`src/design/mfs_fifo.sv`:
```
`default_nettype none

module mfs_fifo #(
  parameter int W     = 8,
  parameter int DEPTH = 2
) (
  input  wire logic         clk,
  input  wire logic         rst_n,
  input  wire logic         push,
  input  wire logic [W-1:0] wdata,
  output logic              full,
  input  wire logic         pop,
  output logic [W-1:0]      rdata,
  output logic              empty
);

  localparam int PW = (DEPTH > 1) ? $clog2(DEPTH) : 1;

  logic [W-1:0]  mem_r [DEPTH];
  logic [PW-1:0] wp_r, rp_r;
  logic [PW:0]   cnt_r;
  logic          do_push, do_pop;

  assign full    = (cnt_r == (PW+1)'(DEPTH));
  assign empty   = (cnt_r == '0);
  assign rdata   = mem_r[rp_r];
  assign do_push = push && !full;
  assign do_pop  = pop && !empty;

  always_ff @(posedge clk) begin
    if (do_push) begin
      mem_r[wp_r] <= wdata;
    end
    if (!rst_n) begin
      wp_r  <= '0;
      rp_r  <= '0;
      cnt_r <= '0;
    end else begin
      if (do_push) wp_r <= (wp_r == PW'(DEPTH - 1)) ? '0 : wp_r + 1'b1;
      if (do_pop)  rp_r <= (rp_r == PW'(DEPTH - 1)) ? '0 : rp_r + 1'b1;
      cnt_r <= cnt_r + (PW+1)'(do_push) - (PW+1)'(do_pop);
    end
  end

endmodule

`default_nettype wire

```
`config.mk`:
```
export PLATFORM = sky130hd
export DESIGN_NAME = mfs_fifo
export DESIGN_NICKNAME = d
export VERILOG_FILES = /design/src/design/mfs_fifo.sv
export SDC_FILE = /design/constraint.sdc
export NUM_CORES = 1
export LEC_CHECK = 0
export BUFFER_PORTS_ARGS = -buffer_cell sky130_fd_sc_hd__clkbuf_2
export CAP_MARGIN = 20
export CORE_AREA = 2 2 43 45
export CTS_BUF_LIST = sky130_fd_sc_hd__clkbuf_4
export CTS_CLUSTER_SIZE = 14
export DETAILED_ROUTE_END_ITERATION = 7
export DIE_AREA = 0 0 45 47
export PLACE_DENSITY = 0.83
export SYNTH_ARGS = -nofsm -noshare
export SYNTH_HDL_FRONTEND = slang
export SYNTH_SLANG_ARGS = --single-unit
```
`constraint.sdc`:
```
create_clock -name clk -period 2 [get_ports clk]
set_input_delay 0.3 -clock clk [delete_from_list [all_inputs] [get_ports clk]]
set_output_delay 0.3 -clock clk [all_outputs]
set_load 0.1 [all_outputs]
```
* Word level (Yosys, flattened, before mapping)
Memory sizes are Yosys's and may differ from the RTL's. A register that Yosys moved wholly into a read port is not among the register bits.
Cells that the tools add are included.
** Word-level totals
- Word-level logic and storage cells :: 20
- Output and inout port bits :: 10
- Memories kept :: 1
- Memory bits (writable) :: 16
- Register bits :: 4
- Input port bits :: 12
** Memory list
- mem_r :: depth 2, bits a word 8, read ports 1, clocked after Yosys merged registers in 1, wr ports 1, line 19 : logic [W-1:0] mem_r [DEPTH];
** Operators by class
- $add $sub $neg :: 4
- Mux-type cells :: 6
- Reduce and logical (&&, ||, !) cells :: 5
- Equal/unequal tests :: 1
** Operators by type and width (number)
- $mux 1 :: 6
- $add 1x1->1 const B :: 2
- $add 2x1->2 :: 1
- $eq 2x2->1 const B :: 1
- $logic_and 1x1->1 :: 2
- $logic_not 1->1 :: 2
- $logic_not 2->1 :: 1
- $sub 2x1->2 :: 1

* Logic depth before layout (Yosys ltp)
Gate-level depths: netlist of the first run.
- Depth after elaboration :: 5
- Depth in mapped cells :: 8
- Mapped depth without buffers :: 8

* Least setup slack after synthesis of the first run
No wires, ideal clock.
- Kind :: register to output
- Start :: register cnt_r[1]
- End :: output empty
- Required time :: 1700 ps
- Stages on the path, launching flop included :: 2
- Data arrival time :: 1588 ps
- Slack :: 112 ps
- Cells stage by stage :: dfxtp_1 nor2_1
** Between the ends
- Word-level cells in the longest chain between the ends :: 1
** Ends and longest elaborated chain
- start, declared :: line 21 : logic [PW:0] cnt_r;
- start signal, assigned :: line 41 : cnt_r <= cnt_r + (PW+1)'(do_push) - (PW+1)'(do_pop);
- $logic_not 2->1 :: line 25 : assign empty = (cnt_r == '0);
- end, declared :: line 14 : output logic empty
No other way between the ends.

==> metrics.txt, run 1 <==
outcome finished, final reports clean; Post-Route WL 1117 um; Final ANT Viol Nets 0; Synthesized Nets 66; area delta synth->final 19.57%; Starting Density 49.17%; Final Net Count 92; critical path startpoint category flip-flop; clk buf depth 2; vias in the first global route 424; Tot GR Track Use 11.24%; clk_skew 0.002319 ns; CTS resizes 0; Post-DP HPWL 869.9 um; Synth Register Bits 21; first-pass GRT wire length 1642 um; Die Span X 45 um; CTS Sinks 21; total grt overflow 0; setup repair bufs after CTS 0; CTS H-tree lvls 1; gpl congestion 0.6018; worst endpoint required time 1.70 ns; Seq/Total Area, Yosys 71.49%; final cycle utilization of the critical path 94.59%; final setup fails 0; Slew Limit Fails 0; synthesized cell area 812.0 um2; Routed WL per cell 11.88 um; Die Y-Extent 47 um; Clock Latency Late Sink 0.28 ns; Critical Path AT 1.59 ns; num rows 15; CTS Hold Bufs 0; DRC 0; CTS Buf Count 3; TritonCTS clock tree done; core area 1652 um2; worst-margin pin slew 0.5413 ns; root buf cell clkbuf_4; share of cells above drive strength 1 46.75%; Final Hold Fails 0; Max Cap Violations 0; IO buf count 21; Netlist cell types 17; ANT cells 0; Slew HR 64.07%; Die ar. 2115 um2; final cell count without fillers 94; Setup TNS Final 0 ns; number of iterations in the first detailed-routing pass 4; pin count of the biggest net entering global routing 12; I/O pin total 22; initial antenna violation count 0; synth warn 0; CP Class flip-flop to output port; Inst Count DP 90; Worst setup EP type output port; gate count of the mapped netlist 52; drt via density 4.883; maximum clock frequency 0.5286 GHz; via count 459; RSZ-0062 raised after global routing false; Min-Delay Path Class primary input to flip-flop; Avg Inst Size Synth 15.62 um2; initial DRC count 3; crit path max fanout 8; min cycle time layout 1.892 ns; Clock transition at path regs 0.10 ns
## sequential cells by signal, indices dropped and copies added (netlist names), named ones only
signal,count
mem_r,16
cnt_r,2
rp_r,1
wp_r,1
## cells in the final DEF (no fill, tap or decap), drive strengths merged
| cell type | Yosys | layout |
|---|---|---|
| dfxtp | 5 | 5 |
| nand2 | 2 | 2 |
| and2 | 2 | 2 |
| inv | 3 | 3 |
| buf | 1 | 1 |
| mux2i | 1 | 1 |
| and3 | 1 | 1 |
| clkbuf | 0 | 25 |
| nor2 | 5 | 5 |
| nand2b | 2 | 2 |
| edfxtp | 16 | 16 |
| mux2 | 8 | 8 |
| xor2 | 1 | 1 |
| xnor2 | 1 | 1 |
| nor3 | 1 | 1 |
| ha | 2 | 2 |
| o21a | 1 | 1 |
## kinds of logic after synthesis
logic type | count (synthesis) | synth area share, %
XOR/XNOR | 2 | 2.158
multiplexers | 9 | 12.33
adder cells (fa/ha/maj) | 2 | 3.081
AND/OR/NAND/NOR | 13 | 7.859
buffers and inverters | 4 | 2.002
flip-flops | 21 | 71.50
AO/OA/AOI/OAI | 1 | 1.079
## synthesized netlist by cell type
library cell,count,area (um2)
and2_1,1,6.260
inv_1,3,11.26
xnor2_1,1,8.760
and3_1,1,6.260
mux2i_1,1,10.01
buf_2,1,5.000
nand2_1,2,7.510
mux2_2,8,90.09
nand2b_1,2,12.51
nor2_1,5,18.77
dfxtp_1,5,100.1
and2_2,1,7.510
o21a_2,1,8.760
xor2_1,1,8.760
nor3_1,1,5.000
edfxtp_1,16,480.5
ha_1,2,25.02
## final timing paths
kind / startpoint / to / slack [ns] / cells past startpoint
worst max-delay path: flip-flop / rdata[1] / 0.11 / 2
worst min-delay path: wdata[6] / mem_r[0][6] / 0.20 / 1
worst max register to register: cnt_r[0] / cnt_r[1] / 0.34 / 8
worst min register to register: wp_r / wp_r / 0.49 / 2
## metrics by stage
stage / instance area (um2) / hold WS (ns) / utilization (%) / worst slack [ns]
floorplan: 812.0 / 0.3989 / - / 0.1117
global placement: 940.9 / 0.4698 / 56.97 / 0.4235
detailed placement: 940.9 / 0.4802 / 56.97 / 0.3170
CTS: 970.9 / 0.1889 / 58.79 / 0.07650
global route: 970.9 / 0.1795 / 58.79 / 0.04245
finish: 970.9 / 0.1989 / 58.79 / 0.1082
## cell type report
cell class                 count  area [um2]
multi-input combinational     27       215.2
fill                         133       680.7
sequential                    21       580.6
inverter                       3       11.26
clock buffer                   4       30.03
timing repair buffer          22       112.6
tap                           17       21.27
## critical path: stages (launching register included)
cell and delay, ns:
dfxtp_1 0.55, mux2_2 0.39, clkbuf_2 0.37
## layer usage
| layer | global-route usage [%] | vias up | wire length, um |
|---|---|---|---|
| li1 | - | 236 | - |
| met1 | 12.53 | 207 | 484 |
| met2 | 20.57 | 16 | 569 |
| met3 | 3.462 | 0 | 63 |
| met4 | 3.529 | 0 | 0 |
| met5 | 0 | - | 0 |
Power of run 1 is left out: the tool's default activity adds up to more than one toggle a clock period on the data nets, which glitch-free logic cannot reach.
==> run 2: changes to the inputs <==
--- a/config.mk
+++ b/config.mk
@@ -7,12 +7,13 @@
 export LEC_CHECK = 0
 export BUFFER_PORTS_ARGS = -buffer_cell sky130_fd_sc_hd__clkbuf_2
 export CAP_MARGIN = 20
-export CORE_AREA = 2 2 43 45
+export CORE_AREA = 2 2 51 43
 export CTS_BUF_LIST = sky130_fd_sc_hd__clkbuf_4
 export CTS_CLUSTER_SIZE = 14
 export DETAILED_ROUTE_END_ITERATION = 7
-export DIE_AREA = 0 0 45 47
-export PLACE_DENSITY = 0.83
+export DIE_AREA = 0 0 53 45
+export PLACE_DENSITY = 0.75
+export SETUP_SLACK_MARGIN = 0.05
 export SYNTH_ARGS = -nofsm -noshare
 export SYNTH_HDL_FRONTEND = slang
 export SYNTH_SLANG_ARGS = --single-unit
==> run 2 against run 1 <==
Effect of this change: final area grew 0.77%; routed wire length grew 2.6%; critical path depth unchanged; core utilization is 5.6 points lower; sequential share of layout area fell by 0.33 points; via count stayed put; cell count increased by 7.4%; non-clock buffer count unchanged; global-route usage up 1.3 points; setup slack better by 0.10 ns.
==> metrics.txt, run 2 (same netlist as run 1, synthesis figures left out) <==
total grt overflow 0; design area 978.4 um2; num rows 14; worst-margin pin slew 0.5448 ns; Hold WS 0.1907 ns; number of iterations in the first detailed-routing pass 3; Post-Route WL 1146 um; hold endpoint mem_r[1][0]; clk buf depth 2; gpl congestion 0.6493; Slew HR 63.84%; CTS H-tree lvls 1; area delta synth->final 20.49%; final cycle utilization of the critical path 89.59%; critical path startpoint category flip-flop; Min-Delay Path Class primary input to flip-flop; outcome finished, final reports clean; ANT cells 0; initial DRC count 6; via count 459; Die ar. 2385 um2; hold depth 1; min cycle time layout 1.792 ns; Final Net Count 92; min-delay src wdata[0]; core area 1839 um2; Final ANT Viol Nets 0; Worst setup EP type output port; Tot GR Track Use 12.54%; CTS Sinks 21; placed instance area 949.7 um2; share of cells above drive strength 1 48.05%; Slew Limit Fails 0; final setup fails 0; reg-to-reg setup timing slack 0.32 ns; Starting Density 44.15%; Clock transition at path regs 0.10 ns; CTS Hold Bufs 0; Max Cap Violations 0; Setup TNS Final 0 ns; max reg flops 16; worst endpoint required time 1.70 ns; Most flops, register mem_r; worst r2r src cnt_r[0]; Final Hold Fails 0; crit path max fanout 8; RSZ-0062 raised after global routing false; FF-to-FF End cnt_r[1]; Clock Latency Late Sink 0.29 ns; vias in the first global route 458; Die Span X 53 um; commonest non-fill, non-tap cell in the layout clkbuf_2; CP Class flip-flop to output port; root buf cell clkbuf_4; I/O pin total 22; Critical Path AT 1.49 ns; CTS Buf Count 3; Inst Count DP 97; clk_skew 0.005220 ns; setup repair bufs after CTS 0; DRC 0; first-pass GRT wire length 2001 um; fillers 169; drt via density 4.545; commonest cells after routing, fill and taps aside clkbuf_2, edfxtp_1, mux2_2; worst-case reg-to-reg path depth 8; final cell count without fillers 101; Die Y-Extent 45 um; CTS resizes 0; maximum clock frequency 0.5581 GHz; initial antenna violation count 0; pin count of the biggest net entering global routing 13; TritonCTS clock tree done; Post-DP HPWL 890.7 um; IO buf count 21; Routed WL per cell 11.35 um; Top Registers mem_r: 16 flops, cnt_r: 2 flops
[run 2: metal layers]
| metal | GRT usage (%) | vias to the layer above | wire length, um | share of wire (%) |
|---|---|---|---|---|
| met3 | 5.629 | 4 | 103 | 9.0 |
| met2 | 22.00 | 18 | 563 | 49 |
| met5 | 0 | - | 0 | 0 |
| met4 | 6.154 | 0 | 16 | 1.4 |
| li1 | - | 234 | - | - |
| met1 | 12.72 | 203 | 463 | 40 |
[run 2: how the worst max path moves through the flow]
| stage | endpoint | slack [ns] | cells past startpoint |
|---|---|---|---|
| after floorplan | empty | 0.11 | 1 |
| after global placement | cnt_r[1] | 0.39 | 8 |
| after detailed placement | cnt_r[1] | 0.30 | 8 |
| after CTS | rdata[3] | 0.05 | 2 |
| after global routing | rdata[3] | 0.13 | 2 |
| final | rdata[3] | 0.21 | 2 |
[run 2: per-stage QoR]
stage / utilization (%) / worst slack (ns)
2_1_floorplan: - / 0.1117
3_3_place_gp: 51.63 / 0.3900
3_5_place_dp: 51.63 / 0.3028
4_1_cts: 53.13 / 0.05319
5_1_grt: 53.20 / 0.1298
6_report: 53.20 / 0.2081
[run 2: layout make-up]
cell class | instances | area (um2) | share of cell area, %
clock buffer | 3 | 22.52 | 2.302
timing repair buffer | 22 | 112.6 | 11.51
tap | 24 | 30.03 | 3.069
clock inverter | 1 | 5.005 | 0.5115
multi-input combinational | 27 | 215.2 | 21.99
inverter | 3 | 11.26 | 1.151
sequential | 21 | 581.8 | 59.46
[run 2: worst max-delay path, cell delays in order (launching register included)]
cell,delay (ns)
dfxtp_2,0.46
mux2_2,0.37
clkbuf_2,0.37
Power of run 2 is left out for the same reason.
==> run 3: changes to the inputs <==
--- a/config.mk
+++ b/config.mk
@@ -7,12 +7,12 @@
 export LEC_CHECK = 0
 export BUFFER_PORTS_ARGS = -buffer_cell sky130_fd_sc_hd__clkbuf_2
 export CAP_MARGIN = 20
-export CORE_AREA = 2 2 51 43
+export CORE_AREA = 2 2 43 45
 export CTS_BUF_LIST = sky130_fd_sc_hd__clkbuf_4
 export CTS_CLUSTER_SIZE = 14
 export DETAILED_ROUTE_END_ITERATION = 7
-export DIE_AREA = 0 0 53 45
-export PLACE_DENSITY = 0.75
+export DIE_AREA = 0 0 45 47
+export PLACE_DENSITY = 0.84
 export SETUP_SLACK_MARGIN = 0.05
 export SYNTH_ARGS = -nofsm -noshare
 export SYNTH_HDL_FRONTEND = slang
==> run 3 against run 2 <==
Effect of this change: routed wire length increased by 2.5%; register-to-register slack about the same; die area decreased by 11%; first-iteration DRC count decreased by 67%; critical path depth unchanged; global-route usage increased by 0.12 points.
==> metrics.txt, run 3 (same netlist as run 1, synthesis figures left out) <==
outcome finished, final reports clean; maximum clock frequency 0.5599 GHz; CP cell instances mux2_2 -> clkbuf_2; worst r2r src cnt_r[0]; Final ANT Viol Nets 0; max reg flops 16; via count 454; Critical Path AT 1.49 ns; Die Y-Extent 47 um; IO buf count 21; delay-heaviest family, CP flip-flops; Setup TNS Final 0 ns; Top Registers mem_r: 16 flops, cnt_r: 2 flops; CTS Sinks 21; Max Cap Violations 0; Tot GR Track Use 12.66%; hold endpoint mem_r[1][4]; core area 1652 um2; crit path max fanout 8; commonest cells after routing, fill and taps aside clkbuf_2, edfxtp_1, mux2_2; clk_skew 0.005059 ns; Die ar. 2115 um2; Slew Limit Fails 0; total grt overflow 0; critical path startpoint category flip-flop; Clock Latency Late Sink 0.30 ns; CP bufs+invs 1; Worst setup EP type output port; initial DRC count 2; min cycle time layout 1.786 ns; Final Hold Fails 0; Final Net Count 92; Min-Delay Path Class primary input to flip-flop; reg-to-reg setup timing slack 0.33 ns; clk buf depth 2; commonest non-fill, non-tap cell in the layout clkbuf_2; worst-margin pin slew 0.5431 ns; vias in the first global route 419; Post-Route WL 1175 um; final cycle utilization of the critical path 89.30%; num rows 15; area delta synth->final 19.72%; initial antenna violation count 0; final setup fails 0; FF-to-FF End cnt_r[1]; root buf cell clkbuf_4; Routed WL per cell 12.50 um; I/O pin total 22; gpl congestion 0.7180; DRC 0; first-pass GRT wire length 1738 um; drt via density 4.830; hold depth 1; Die Span X 45 um; pin count of the biggest net entering global routing 12; share of cells above drive strength 1 48.05%; Slew HR 63.95%; Starting Density 49.17%; number of iterations in the first detailed-routing pass 3; worst endpoint required time 1.70 ns; worst-case reg-to-reg path depth 8; CTS Buf Count 3; setup repair bufs after CTS 0; TritonCTS clock tree done; Clock transition at path regs 0.11 ns; min-delay src wdata[4]; CP Class flip-flop to output port; RSZ-0062 raised after global routing false; Max stage delay on crit path 0.45 ns; ANT cells 0; CTS H-tree lvls 1; Most flops, register mem_r; Worst path slowest cell dfxtp_2
## run 3: changes by cell type in the layout (fill, tap and decap cells not counted)
cell,before,now
clkinv_2,1,0
clkbuf_4,3,4
## run 3: worst max-delay path by stage
| stage | start | to | cells past startpoint |
|---|---|---|---|
| global route | cnt_r[0] | cnt_r[1] | 8 |
| CTS | flip-flop | rdata[7] | 2 |
| finish | flip-flop | rdata[7] | 2 |
| floorplan | cnt_r[1] | empty | 1 |
| global placement | cnt_r[0] | cnt_r[1] | 8 |
| detailed placement | cnt_r[0] | cnt_r[1] | 8 |
## run 3: repair_timing
item	in CTS	in global routing
hold buffers	0	0
setup endpoints to repair	0	8
resized for setup	0	1
## run 3: stage by stage
stage	util (%)	hold WS, ns	cell area [um2]	instances	setup slack, ns
2_1_floorplan	-	0.3989	812.0	52	0.1117
3_3_place_gp	56.97	0.4652	940.9	90	0.4037
3_5_place_dp	56.97	0.4898	940.9	90	0.3373
4_1_cts	58.79	0.1723	970.9	94	0.06193
5_1_grt	58.86	0.1518	972.2	94	0.1312
6_report	58.86	0.1887	972.2	94	0.2139
## run 3: metal layers
layer	vias to the layer above	wire, um	GRT usage [%]
met2	16	578	19.43
met5	-	0	0
met3	2	78	5.385
li1	234	-	-
met1	202	502	13.61
met4	0	16	10.59
## run 3: area by class of cell
cell class / instances / area [um2]
Fill cell: 145 / 679.4
Sequential cell: 21 / 581.8
Multi-Input combinational cell: 27 / 215.2
Timing Repair Buffer: 22 / 112.6
Clock buffer: 4 / 30.03
Tap cell: 17 / 21.27
Inverter: 3 / 11.26
Power of run 3 is left out for the same reason.
